===== src/rtl/core/b64d_pkg.sv =====
// b64d_pkg: shared types, constants and helper functions for the base64 stream decoder
// no dependencies; imported by every module of the decoder
`default_nettype none

package b64d_pkg;

   // decode job queue between front and back
   localparam int unsigned QUEUE_DEPTH = 4;
   localparam int unsigned QUEUE_PTR_W = $clog2(QUEUE_DEPTH);
   localparam int unsigned QUEUE_CNT_W = $clog2(QUEUE_DEPTH + 1);

   // character codes
   localparam logic [7:0] CHAR_UPPER_A = 8'h41;
   localparam logic [7:0] CHAR_UPPER_Z = 8'h5a;
   localparam logic [7:0] CHAR_LOWER_A = 8'h61;
   localparam logic [7:0] CHAR_LOWER_Z = 8'h7a;
   localparam logic [7:0] CHAR_DIGIT_0 = 8'h30;
   localparam logic [7:0] CHAR_DIGIT_9 = 8'h39;
   localparam logic [7:0] CHAR_PLUS    = 8'h2b;
   localparam logic [7:0] CHAR_SLASH   = 8'h2f;

   localparam logic [5:0] SEXTET_LOWER_BASE = 6'd26;
   localparam logic [5:0] SEXTET_DIGIT_BASE = 6'd52;
   localparam logic [5:0] SEXTET_PLUS       = 6'd62;
   localparam logic [5:0] SEXTET_SLASH      = 6'd63;

   typedef struct packed {
      logic       hit;
      logic [5:0] value;
   } sextet_type;

   // one decode job: up to three bytes, a bare end marker when byte_count is zero
   typedef struct packed {
      logic [7:0] byte0;
      logic [7:0] byte1;
      logic [7:0] byte2;
      logic [1:0] byte_count;
      logic       end_str;
   } job_type;

   typedef struct packed {
      logic full;
      logic empty;
   } q_status_type;

   function automatic sextet_type sextet_of(input logic [7:0] c);
      sextet_type s;
      s.hit   = 1'b1;
      s.value = 6'd0;
      if (c >= CHAR_UPPER_A && c <= CHAR_UPPER_Z) begin
         s.value = 6'(c - CHAR_UPPER_A);
      end else if (c >= CHAR_LOWER_A && c <= CHAR_LOWER_Z) begin
         s.value = 6'(c - CHAR_LOWER_A) + SEXTET_LOWER_BASE;
      end else if (c >= CHAR_DIGIT_0 && c <= CHAR_DIGIT_9) begin
         s.value = 6'(c - CHAR_DIGIT_0) + SEXTET_DIGIT_BASE;
      end else if (c == CHAR_PLUS) begin
         s.value = SEXTET_PLUS;
      end else if (c == CHAR_SLASH) begin
         s.value = SEXTET_SLASH;
      end else begin
         s.hit = 1'b0;
      end
      return s;
   endfunction

   function automatic logic [7:0] pack_byte0(input logic [5:0] a, input logic [5:0] b);
      return {a, b[5:4]};
   endfunction

   function automatic logic [7:0] pack_byte1(input logic [5:0] b, input logic [5:0] c);
      return {b[3:0], c[5:2]};
   endfunction

   function automatic logic [7:0] pack_byte2(input logic [5:0] c, input logic [5:0] d);
      return {c[1:0], d};
   endfunction

endpackage

`default_nettype wire


===== src/rtl/core/base64_stream_decoder_top.sv =====
// base64_stream_decoder_top: streaming base64 decoder, standard alphabet
// depends on b64d_pkg, b64d_front, b64d_queue and b64d_back
//
// usage
//   req channel: one raw character per item with req_end_of_string on the
//   last character of a string. rsp channel: zero to three result items per
//   request item, each one decoded byte or a bare end marker; rsp_run_last
//   flags the last item of a request, rsp_string_done the last of a string.
//   both channels hand over an item on a rising edge with valid high and
//   stall low.
//   the first result of a request passes a job queue entry, then the
//   output register, before it is on rsp. the front takes one character
//   per cycle while the queue is not full; the back sends one result per
//   cycle from its output register while rsp is not stalled, so a full
//   group (three results per four characters) keeps pace with a character a cycle.
//   a four-entry job queue between front and back sets how far the front can
//   run ahead; req_stall rises only when that queue is full.
//   when rsp is stalled the output register holds its item and the queue
//   fills; characters without results still enter until it is full.
//   reset clears the sextet group, the halt flag, the queue and rsp_valid.
`default_nettype none

module base64_stream_decoder_top
   import b64d_pkg::*;
(
   input  wire logic       clock,
   input  wire logic       reset,
   input  wire logic       req_valid,
   output logic            req_stall,
   input  wire logic [7:0] req_encoded_char,
   input  wire logic       req_end_of_string,
   output logic            rsp_valid,
   input  wire logic       rsp_stall,
   output logic [7:0]      rsp_data_byte,
   output logic            rsp_byte_valid,
   output logic            rsp_string_done,
   output logic            rsp_run_last
);

   q_status_type q_status;
   job_type      push_job;
   job_type      head_job;
   logic         push;
   logic         pop;

   b64d_front u_front (
      .clock             (clock),
      .reset             (reset),
      .req_valid         (req_valid),
      .req_stall         (req_stall),
      .req_encoded_char  (req_encoded_char),
      .req_end_of_string (req_end_of_string),
      .q_status          (q_status),
      .push              (push),
      .push_job          (push_job)
   );

   b64d_queue u_queue (
      .clock    (clock),
      .reset    (reset),
      .push     (push),
      .push_job (push_job),
      .pop      (pop),
      .head_job (head_job),
      .q_status (q_status)
   );

   b64d_back u_back (
      .clock           (clock),
      .reset           (reset),
      .head_job        (head_job),
      .q_status        (q_status),
      .pop             (pop),
      .rsp_valid       (rsp_valid),
      .rsp_stall       (rsp_stall),
      .rsp_data_byte   (rsp_data_byte),
      .rsp_byte_valid  (rsp_byte_valid),
      .rsp_string_done (rsp_string_done),
      .rsp_run_last    (rsp_run_last)
   );

endmodule

`default_nettype wire


===== src/rtl/core/b64d_front.sv =====
// b64d_front: accepts characters, maps them to sextets and builds decode jobs
// depends on b64d_pkg; pushes jobs into b64d_queue
`default_nettype none

module b64d_front
   import b64d_pkg::*;
(
   input  wire logic         clock,
   input  wire logic         reset,
   input  wire logic         req_valid,
   output logic              req_stall,
   input  wire logic [7:0]   req_encoded_char,
   input  wire logic         req_end_of_string,
   input  wire q_status_type q_status,
   output logic              push,
   output job_type           push_job
);

   logic [5:0] store_ff [3];
   logic [5:0] store_in [3];
   logic [1:0] count_ff;
   logic [1:0] count_in;
   logic       halted_ff;
   logic       halted_in;
   logic       accept;
   sextet_type sx;
   job_type    job;

   assign req_stall = q_status.full;
   assign accept    = req_valid && !q_status.full;

   always_comb begin
      sx        = sextet_of(req_encoded_char);
      store_in  = store_ff;
      count_in  = count_ff;
      halted_in = halted_ff;
      job       = '0;

      if (!halted_ff) begin
         if (sx.hit) begin
            if (count_ff == 2'd3) begin
               job.byte0      = pack_byte0(store_ff[0], store_ff[1]);
               job.byte1      = pack_byte1(store_ff[1], store_ff[2]);
               job.byte2      = pack_byte2(store_ff[2], sx.value);
               job.byte_count = 2'd3;
               count_in       = 2'd0;
            end else begin
               store_in[count_ff] = sx.value;
               count_in           = count_ff + 2'd1;
            end
         end else begin
            halted_in = 1'b1;
         end

         // partial flush
         if (halted_in || req_end_of_string) begin
            if (count_in == 2'd2) begin
               job.byte0      = pack_byte0(store_in[0], store_in[1]);
               job.byte_count = 2'd1;
            end else if (count_in == 2'd3) begin
               job.byte0      = pack_byte0(store_in[0], store_in[1]);
               job.byte1      = pack_byte1(store_in[1], store_in[2]);
               job.byte_count = 2'd2;
            end
            count_in = 2'd0;
         end
      end

      job.end_str = req_end_of_string;

      // restart for the next string
      if (req_end_of_string) begin
         store_in[0] = 6'd0;
         store_in[1] = 6'd0;
         store_in[2] = 6'd0;
         count_in    = 2'd0;
         halted_in   = 1'b0;
      end
   end

   assign push     = accept && (job.byte_count != 2'd0 || req_end_of_string);
   assign push_job = job;

   always_ff @(posedge clock) begin
      if (reset) begin
         store_ff[0] <= 6'd0;
         store_ff[1] <= 6'd0;
         store_ff[2] <= 6'd0;
         count_ff    <= 2'd0;
         halted_ff   <= 1'b0;
      end else if (accept) begin
         store_ff  <= store_in;
         count_ff  <= count_in;
         halted_ff <= halted_in;
      end
   end

endmodule

`default_nettype wire


===== src/rtl/core/b64d_queue.sv =====
// b64d_queue: short job queue that decouples the front from the back
// depends on b64d_pkg; written by b64d_front, drained by b64d_back
`default_nettype none

module b64d_queue
   import b64d_pkg::*;
(
   input  wire logic    clock,
   input  wire logic    reset,
   input  wire logic    push,
   input  wire job_type push_job,
   input  wire logic    pop,
   output job_type      head_job,
   output q_status_type q_status
);

   job_type                entries_ff [QUEUE_DEPTH];
   logic [QUEUE_PTR_W-1:0] wr_ptr_ff;
   logic [QUEUE_PTR_W-1:0] rd_ptr_ff;
   logic [QUEUE_CNT_W-1:0] count_ff;

   function automatic logic [QUEUE_PTR_W-1:0] ptr_next(input logic [QUEUE_PTR_W-1:0] p);
      if (p == QUEUE_PTR_W'(QUEUE_DEPTH - 1)) begin
         return '0;
      end
      return p + QUEUE_PTR_W'(1);
   endfunction

   assign q_status.full  = (count_ff == QUEUE_CNT_W'(QUEUE_DEPTH));
   assign q_status.empty = (count_ff == '0);
   assign head_job       = entries_ff[rd_ptr_ff];

   always_ff @(posedge clock) begin
      if (push) begin
         entries_ff[wr_ptr_ff] <= push_job;
      end
   end

   always_ff @(posedge clock) begin
      if (reset) begin
         wr_ptr_ff <= '0;
         rd_ptr_ff <= '0;
         count_ff  <= '0;
      end else begin
         if (push) begin
            wr_ptr_ff <= ptr_next(wr_ptr_ff);
         end
         if (pop) begin
            rd_ptr_ff <= ptr_next(rd_ptr_ff);
         end
         case ({push, pop})
            2'b10:   count_ff <= count_ff + QUEUE_CNT_W'(1);
            2'b01:   count_ff <= count_ff - QUEUE_CNT_W'(1);
            default: count_ff <= count_ff;
         endcase
      end
   end

   a_no_overflow : assert property (@(posedge clock) disable iff (reset)
      push |-> !q_status.full)
      else $error("job pushed into full queue");

   a_no_underflow : assert property (@(posedge clock) disable iff (reset)
      pop |-> !q_status.empty)
      else $error("job popped from empty queue");

   a_count_bound : assert property (@(posedge clock) disable iff (reset)
      count_ff <= QUEUE_CNT_W'(QUEUE_DEPTH))
      else $error("queue count beyond depth");

   a_ptr_track : assert property (@(posedge clock) disable iff (reset)
      q_status.empty |-> (wr_ptr_ff == rd_ptr_ff))
      else $error("queue pointers differ while empty");

endmodule

`default_nettype wire


===== src/rtl/core/b64d_back.sv =====
// b64d_back: unrolls each decode job into result items, one per cycle unless stalled
// depends on b64d_pkg; drains b64d_queue into the output register
`default_nettype none

module b64d_back
   import b64d_pkg::*;
(
   input  wire logic         clock,
   input  wire logic         reset,
   input  wire job_type      head_job,
   input  wire q_status_type q_status,
   output logic              pop,
   output logic              rsp_valid,
   input  wire logic         rsp_stall,
   output logic [7:0]        rsp_data_byte,
   output logic              rsp_byte_valid,
   output logic              rsp_string_done,
   output logic              rsp_run_last
);

   logic [1:0] idx_ff;
   logic       rsp_valid_ff;
   logic [7:0] data_byte_ff;
   logic       byte_valid_ff;
   logic       string_done_ff;
   logic       run_last_ff;
   logic       load;
   logic       take;
   logic [1:0] last_idx;
   logic       is_last;
   logic [7:0] sel_byte;

   assign load     = !rsp_valid_ff || !rsp_stall;
   assign take     = load && !q_status.empty;
   assign last_idx = (head_job.byte_count == 2'd0) ? 2'd0 : head_job.byte_count - 2'd1;
   assign is_last  = (idx_ff == last_idx);
   assign pop      = take && is_last;

   always_comb begin
      case (idx_ff)
         2'd0:    sel_byte = head_job.byte0;
         2'd1:    sel_byte = head_job.byte1;
         2'd2:    sel_byte = head_job.byte2;
         default: sel_byte = 8'd0;
      endcase
   end

   always_ff @(posedge clock) begin
      if (reset) begin
         idx_ff       <= 2'd0;
         rsp_valid_ff <= 1'b0;
      end else begin
         if (load) begin
            rsp_valid_ff <= !q_status.empty;
         end
         if (take) begin
            idx_ff <= is_last ? 2'd0 : idx_ff + 2'd1;
         end
      end
   end

   always_ff @(posedge clock) begin
      if (take) begin
         data_byte_ff   <= (head_job.byte_count == 2'd0) ? 8'd0 : sel_byte;
         byte_valid_ff  <= (head_job.byte_count != 2'd0);
         string_done_ff <= is_last && head_job.end_str;
         run_last_ff    <= is_last;
      end
   end

   assign rsp_valid       = rsp_valid_ff;
   assign rsp_data_byte   = data_byte_ff;
   assign rsp_byte_valid  = byte_valid_ff;
   assign rsp_string_done = string_done_ff;
   assign rsp_run_last    = run_last_ff;

   a_idx_range : assert property (@(posedge clock) disable iff (reset)
      !q_status.empty |-> (idx_ff <= last_idx))
      else $error("result index past end of job");

   a_done_is_last : assert property (@(posedge clock) disable iff (reset)
      (rsp_valid_ff && rsp_string_done) |-> rsp_run_last)
      else $error("string end on non-final item of a job");

   a_marker_zero : assert property (@(posedge clock) disable iff (reset)
      (rsp_valid_ff && !rsp_byte_valid) |-> (rsp_string_done && rsp_data_byte == 8'd0))
      else $error("bare marker without string end or with data");

endmodule

`default_nettype wire


===== config.mk =====
export PLATFORM = sky130hd
export DESIGN_NAME = base64_stream_decoder_top
export DESIGN_NICKNAME = d
export VERILOG_FILES = /design/src/rtl/core/b64d_pkg.sv /design/src/rtl/core/base64_stream_decoder_top.sv /design/src/rtl/core/b64d_front.sv /design/src/rtl/core/b64d_queue.sv /design/src/rtl/core/b64d_back.sv
export SDC_FILE = /design/constraint.sdc
export NUM_CORES = 1
export LEC_CHECK = 0
export BUFFER_PORTS_ARGS = -buffer_cell sky130_fd_sc_hd__clkbuf_2
export CAP_MARGIN = 20
export CORE_AREA = 2 2 101 151
export CTS_CLUSTER_DIAMETER = 60
export DETAILED_ROUTE_END_ITERATION = 7
export DIE_AREA = 0 0 103 153
export GPL_ROUTABILITY_DRIVEN = 0
export GPL_TIMING_DRIVEN = 0
export HOLD_SLACK_MARGIN = 0.1
export PLACE_DENSITY = 0.75
export SLEW_MARGIN = 20
export SYNTH_ARGS = -nofsm -noshare
export SYNTH_HDL_FRONTEND = slang
export SYNTH_HIERARCHICAL = 1
export SYNTH_SLANG_ARGS = --single-unit

===== constraint.sdc =====
create_clock -name clock -period 4.8 [get_ports clock]
set_input_delay 0.48 -clock clock [delete_from_list [all_inputs] [get_ports clock]]
set_output_delay 0.48 -clock clock [all_outputs]
set_load 0.1 [all_outputs]

==> results of run 1 <==
-- flip-flops by register name, summed over array words and instances (netlist names), 2 cells and up, named ones only --
signal / flops
u_back/idx_ff: 2
u_front/store_ff: 18
u_back/rsp_data_byte: 8
u_front/count_ff: 2
u_queue/rd_ptr_ff: 2
u_queue/wr_ptr_ff: 2
u_queue/count_ff: 3
u_queue/entries_ff: 108
-- worst max-delay path, stage by stage --
cell and delay (ps):
clkbuf_2 110, clkbuf_1 370, inv_1 160, ha_1 290, and4bb_1 270, nor3b_2 230
o31ai_4 150, nand2_1 190, buf_2 260, mux2i_1 110, o31ai_1 560, inv_1 180
ha_1 270, inv_1 80, fa_1 190, xor2_1 80, or3_1 310, a21oi_1 140
-- cells in the mapped netlist (5+ instances only) --
library cell	n	share of area, %
o2bb2ai_1	9	1.1
ha_1	22	3.9
o21ai_0	5	0.35
nor3_1	8	0.57
dfxtp_1	33	9.3
inv_1	30	1.6
and2_1	8	0.71
a31oi_1	7	0.62
nand3_1	10	0.71
nand2_1	18	0.95
buf_2	8	0.57
nor2b_1	8	0.71
a222oi_1	8	1.1
a22o_1	16	2.0
a21oi_1	16	1.1
edfxtp_1	119	50
nand2b_1	6	0.53
nor2_1	31	1.6
mux4_2	20	6.4
mux4_1	7	2.6
-- per-layer routing --
metal  vias up  GRT usage [%]  wire [µm]  part of all wire (%)
met5         -              0          0                     0
met4         0          8.709        484                   3.4
met3        38          4.115        630                   4.4
met2       139          35.25       7929                    55
met1      2106          21.71       5271                    37
li1       1986              -          -                     -
-- worst max-delay path by stage --
| stage | slack (ps) | depth (start not counted) | startpoint | to |
|---|---|---|---|---|
| 2_1_floorplan | 1080 | 11 | req_encoded_char[0] | u_queue/entries_ff[0][0] |
| 3_3_place_gp | 120 | 12 | req_encoded_char[0] | u_queue/entries_ff[1][14] |
| 3_5_place_dp | 330 | 18 | req_encoded_char[0] | u_queue/count_ff[2] |
| 4_1_cts | 760 | 18 | req_encoded_char[0] | u_queue/count_ff[2] |
| 5_1_grt | 400 | 18 | req_encoded_char[0] | u_queue/count_ff[2] |
| 6_report | 720 | 18 | req_encoded_char[0] | u_queue/count_ff[2] |
-- kinds of logic after synthesis --
logic type / after synthesis
DFF: 152
xor gates and xnor gates: 5
and+or+nand+nor: 122
muxes: 31
buffers and inverters: 51
AOI/OAI and AO/OA: 100
adders and majority gates: 23
-- layout by cell type, fill, tap and decap left out, drive strengths merged, types with 4 or more instances in the layout --
master   synthesis  final
a21oi           19     19
a221oi           4      4
a222oi           8      8
a22o            16     16
a31oi            7      7
and2            10     10
buf             20     22
clkbuf           1     46
clkinv           0      6
dfxtp           33     33
edfxtp         119    119
ha              22     22
inv             30     31
mux2i            4      4
mux4            27     27
nand2           21     21
nand2b           6      6
nand3           10     10
nand3b           4      4
nor2            31     31
nor2b            8      8
nor3            10     10
nor4             4      4
o21ai            6      6
o221ai           4      4
o2bb2ai          9      9
or3              5      5
-- through the flow --
stage                     worst slack (ps)  hold WS, ps  std cells
after detailed placement             329.2        451.1        707
after floorplan                       1079        431.4        484
after CTS                            756.4        300.5        739
after global routing                 400.6        313.0        739
final                                719.2        312.7        739
after global placement               122.1        447.4        705
-- area by class of cell --
cell class / instances / area (µm²)
fillers: 1172 / 6395
flip-flops and latches: 152 / 4234
multi-input cells: 281 / 2584
clock buffers: 20 / 436.7
well taps: 196 / 245.2
repair buffers: 27 / 165.2
plain buffers: 21 / 158.9
clock inverters: 12 / 127.6
inverters: 30 / 112.6
-- power by group through the flow --
stage          combinational [mW]  clock [mW]  sequential [mW]
2_1_floorplan               0.553           0             1.99
3_3_place_gp                 1.11           0             1.62
3_5_place_dp                 1.14           0             1.62
4_1_cts                      1.15        1.28             1.59
5_1_grt                      1.21        1.33             1.60
6_report                     1.14        1.26             1.59
==> results.md, run 1 <==
- Pwr Total: 3.989 mW
- Post-synth EDFFs: 119
- Req. time, crit path: 5150 ps
- Post-DP HPWL: 10,120 µm
- Die height: 153 µm
- Power per cell area: 494.6 mW/mm²
- Design area: 0.008064 mm²
- Logic gate share of total power: 28.5%
- Worst Hold Depth: 3
- FMAX: 245.0 MHz
- Mapped Area: 0.007084 mm²
- Status: finished clean
- Worst Hold End: u_back/rsp_valid
- Fin. max-slew vios: 0
- Worst vdd ir: 260.7 µV
- DRT antenna net count: 0
- Adder-Cell Fraction of Synth Area: 4.168%
- Switching Share: 33.48%
- Grt ovf: 0
- Largest net degree at the start of global routing: 28
- Vias in the first global route: 4,443
- Worst Reg2Reg Path Length in Cells: 12
- # resized after CTS: 0
- Syn Nets: 520
- Clock-pin transition on the worst setup and hold timing paths: 60 ps
- Final net count: 566
- Core Region: 0.01446 mm²
- Clk buf depth: 2
- Vias/cell: 5.777
- Setup bufs post-CTS: 0
- Post-synth ARST share: 0%
- Syn Area/Cell: 14.64 µm²
- Share of layout cells above drive strength 1: 23.57%
- Mux contribution to synthesized area: 9.520%
- Worst hold start: rsp_stall
- Synth Flop Type: edfxtp_1
- Number of diodes: 0
- Area Overhead vs Synth: 13.83%
- CTS sink count: 152
- CP startpoint kind: input pin
- Tmin final: 4081 ps
- # hold bufs at CTS: 0
- Fin Setup TNS: 0 ps
- Register bit total from synthesis: 152
- RSZ-0062 raised after global routing: false
- Die ar.: 0.01576 mm²
- YS warnings: 6
- Final hold viol count: 0
- Leak Pwr: 2.780 nW
- Setup CP Type: input pin to register
- Post-layout util: 55.77%
- Slew @ Worst Pin: 805.5 ps
- Simple logic cell fraction of the synthesized area: 10.08%
- PortBufs: 25
- R2R Setup Slk: 1370 ps
- CP max FO: 10
- Worst setup EP type: register
- R2R Path End: u_queue/count_ff[2]
- Fin crit share: 85.02%
- Internal: 2.653 mW
- Layout Skew: 4.704 ps
- Global-route wire length before repair: 23,230 µm
- Pre-antenna DRT Iters: 5
- Post-synthesis xor/xnor area fraction: 0.6182%
- Row cnt: 54
- Relative slew slack: 45.94%
- WL/cell: 19.37 µm
- Clock share of power: 31.6%
- Clk_lat worst skew: 410 ps
- Iter 0 DRT Violations: 366
- Inserted Clock Buffers: 17
- CTS tree: done
- HP Class: input pin to register
- Initial Utilization: 49.00%
- Synthesized instance count: 484
- Crit path DAT: 4430 ps
- Reg power frac: 39.9%
- Initial antenna violation count: 0
- Via count: 4,269
- Post-DP Area: 0.007500 mm²
- Total wire length: 14,320 µm
- Netlist cell types: 77
- # IOs: 26
- H-tree Lvls: 4
- Post-synthesis compound-gate area fraction: 12.01%
- Largest family of logic cells by synthesized area: compound AO/OA/AOI/OAI gates
- Switching pwr: 1.336 mW
- Die Width: 103 µm
- Drt drc: 0
- Number of max-cap violations: 0
- GRT Util Overall: 19.63%
- Sequential area share after synthesis: 59.77%
- Root buffer cell: clkbuf_16
- Final Setup Violations: 0
Note: power is estimated with default switching activity, not from simulation.
==> run 2, diff against run 1 <==
Settings changed: CORE_AREA 2 2 101 151 to 2 2 120 180, DIE_AREA 0 0 103 153 to 0 0 122 182, PLACE_DENSITY 0.75 to 0.59, SKIP_LAST_GASP set to 1.
==> run 2 against run 1 <==
Compared with the run above: register-to-register slack better by 30 ps; total power barely moved; flip-flop and latch count unchanged; cell area rose by 1.5%; fmax fell by 0.12%; non-clock buffer count up 2; critical path depth unchanged; core utilization fell by 16 points; global-route usage is 5.1 points lower; sequential power is essentially flat; combinational power about the same; first-iteration DRC count down 20%; critical endpoint unchanged; largest power group unchanged; highest routed layer unchanged.
==> results.md, run 2 (synthesis results as in run 1) <==
- Clock-pin transition on the worst setup and hold timing paths: 60 ps (about the same)
- Tmin final: 4086 ps (+4.829 ps)
- Pre-antenna DRT Iters: 5 (unchanged)
- Power per cell area: 487.4 mW/mm² (-1.5%)
- Fillers: 1,910 (+63%)
- Metal-1 WL: 5761 µm (+9.3%)
- # IOs: 26 (unchanged)
- H-tree Lvls: 4 (unchanged)
- Root buffer cell: clkbuf_16
- Die Width: 122 µm (+18%)
- GRT Util Overall: 14.49% (-5.1 points)
- Initial antenna violation count: 0 (unchanged)
- Number of diodes: 0 (unchanged)
- Vias in the first global route: 4,467 (+0.54%)
- CTS sink count: 152 (unchanged)
- Req. time, crit path: 5150 ps (about the same)
- Slew @ Worst Pin: 732.4 ps (-73.05 ps)
- Worst Hold End: u_back/rsp_valid
- PortBufs: 25 (unchanged)
- Clk buf depth: 2 (unchanged)
- Drt drc: 0 (unchanged)
- Inserted Clock Buffers: 17 (unchanged)
- Crit path DAT: 4430 ps (about the same)
- Post-layout util: 39.46% (-16 points)
- Worst Hold Depth: 3 (unchanged)
- Clk_lat worst skew: 420 ps (about the same)
- Relative slew slack: 51.17% (+5.2 points)
- Commonest non-fill, non-tap cell in the layout: edfxtp_1
- Number of max-cap violations: 0 (unchanged)
- R2R Setup Slk: 1400 ps (+30 ps)
- Setup CP Type: input pin to register
- Core Region: 0.02074 mm² (+43%)
- Post-DP Area: 0.007630 mm² (+1.7%)
- Design area: 0.008184 mm² (+1.5%)
- Vias/cell: 5.341 (-7.5%)
- Die ar.: 0.02220 mm² (+41%)
- Final worst slack: 714.3 ps (-4.829 ps)
- # resized after CTS: 0 (unchanged)
- R2R Path End: u_queue/count_ff[2]
- Area Overhead vs Synth: 15.52%
- Total wire length: 15,310 µm (+6.9%)
- Most frequent cells in the layout: edfxtp_1, dfxtp_1, nor2_1, inv_1, clkbuf_2
- Die height: 182 µm (+19%)
- Largest net degree at the start of global routing: 27 (-3.6%)
- Number of flip-flops in the largest register: 108 (unchanged)
- FMAX: 244.8 MHz (-0.12%)
- Post-DP HPWL: 11,080 µm (+9.6%)
- Status: finished clean
- Worst setup EP type: register
- Grt ovf: 0 (unchanged)
- Worst vdd ir: 225.1 µV (-14%)
- Leak Pwr: 2.801 nW (+0.77%)
- Layout Skew: 7.335 ps (+2.631 ps)
- Iter 0 DRT Violations: 291 (-20%)
- Largest Register: u_queue/entries_ff
- Fin crit share: 85.12% (+0.10 points)
- Worst Reg2Reg Path Length in Cells: 12 (unchanged)
- WL/cell: 18.83 µm (-2.8%)
- Final hold viol count: 0 (unchanged)
- Initial Utilization: 34.16% (-15 points)
- CP startpoint kind: input pin
- Share of layout cells above drive strength 1: 24.40% (+0.83 points)
- Setup bufs post-CTS: 0 (unchanged)
- Worst hold slack: 308.3 ps (-4.403 ps)
- Multi-input logic area: 0.002584 mm² (unchanged)
- # hold bufs at CTS: 0 (unchanged)
- Final Setup Violations: 0 (unchanged)
- Fin. max-slew vios: 0 (unchanged)
- Metal3 WL: 524 µm (-17%)
- Row cnt: 65 (+20%)
- Worst hold start: rsp_stall
- CP max FO: 10 (unchanged)
- Global-route wire length before repair: 24,470 µm (+5.3%)
- DP Worst Slack: 358.3 ps (+29.13 ps)
- Register area: 0.004234 mm² (unchanged)
- HP Class: input pin to register
- Fin Setup TNS: 0 ps (unchanged)
- DR WL met2: 8716 µm (+9.9%)
- Via count: 4,342 (+1.7%)
- Highest routed metal layer: met4
- RSZ-0062 raised after global routing: false
- CTS tree: done
- DRT antenna net count: 0 (unchanged)
- Final net count: 568 (+0.35%)
==> run 2: cell type report <==
type                       instances  area share, %
sequential                       152          51.74
multi-input combinational        281          31.57
clock buffer                      17          5.198
tap                              268          4.097
timing repair buffer              29          2.507
buffer                            21          1.942
clock inverter                    15          1.575
inverter                          30          1.376
==> run 2: stage by stage <==
stage	cells	power (mW)
after global placement	777	2.757
after CTS	813	4.041
after floorplan	484	2.542
after global routing	813	4.158
final	813	3.989
after detailed placement	781	2.790
==> run 2: worst max path at each step <==
stage | from | to | slack [ps] | cells past startpoint
after floorplan | req_encoded_char[0] | u_queue/entries_ff[0][0] | 1080 | 11
after global placement | req_encoded_char[0] | u_queue/entries_ff[1][10] | 20 | 12
after detailed placement | req_encoded_char[0] | u_queue/count_ff[2] | 360 | 18
after CTS | req_encoded_char[0] | u_queue/count_ff[2] | 770 | 18
after global routing | req_encoded_char[0] | u_queue/count_ff[2] | 410 | 18
final | req_encoded_char[0] | u_queue/count_ff[2] | 710 | 18
==> run 2: critical path, stage by stage <==
cell,delay [ps]
clkbuf_2,110
clkbuf_1,370
inv_1,160
ha_1,290
and4bb_1,280
nor3b_2,250
o31ai_4,160
nand2_1,180
buf_2,250
mux2i_1,110
o31ai_1,570
inv_1,150
ha_1,260
inv_1,80
fa_1,180
xor2_1,70
or3_1,320
a21oi_1,150
==> run 2: report_power, final <==
| part | switching, mW | internal (mW) |
|---|---|---|
| registers | 0.0459 | 1.55 |
| logic | 0.810 | 0.342 |
| clock network | 0.563 | 0.680 |
==> run 2: metal layers <==
metal  GRT usage (%)  vias up
li1                -     1997
met1           15.55     2197
met2           26.95      125
met3           2.858       23
met4           6.345        0
met5               0        -
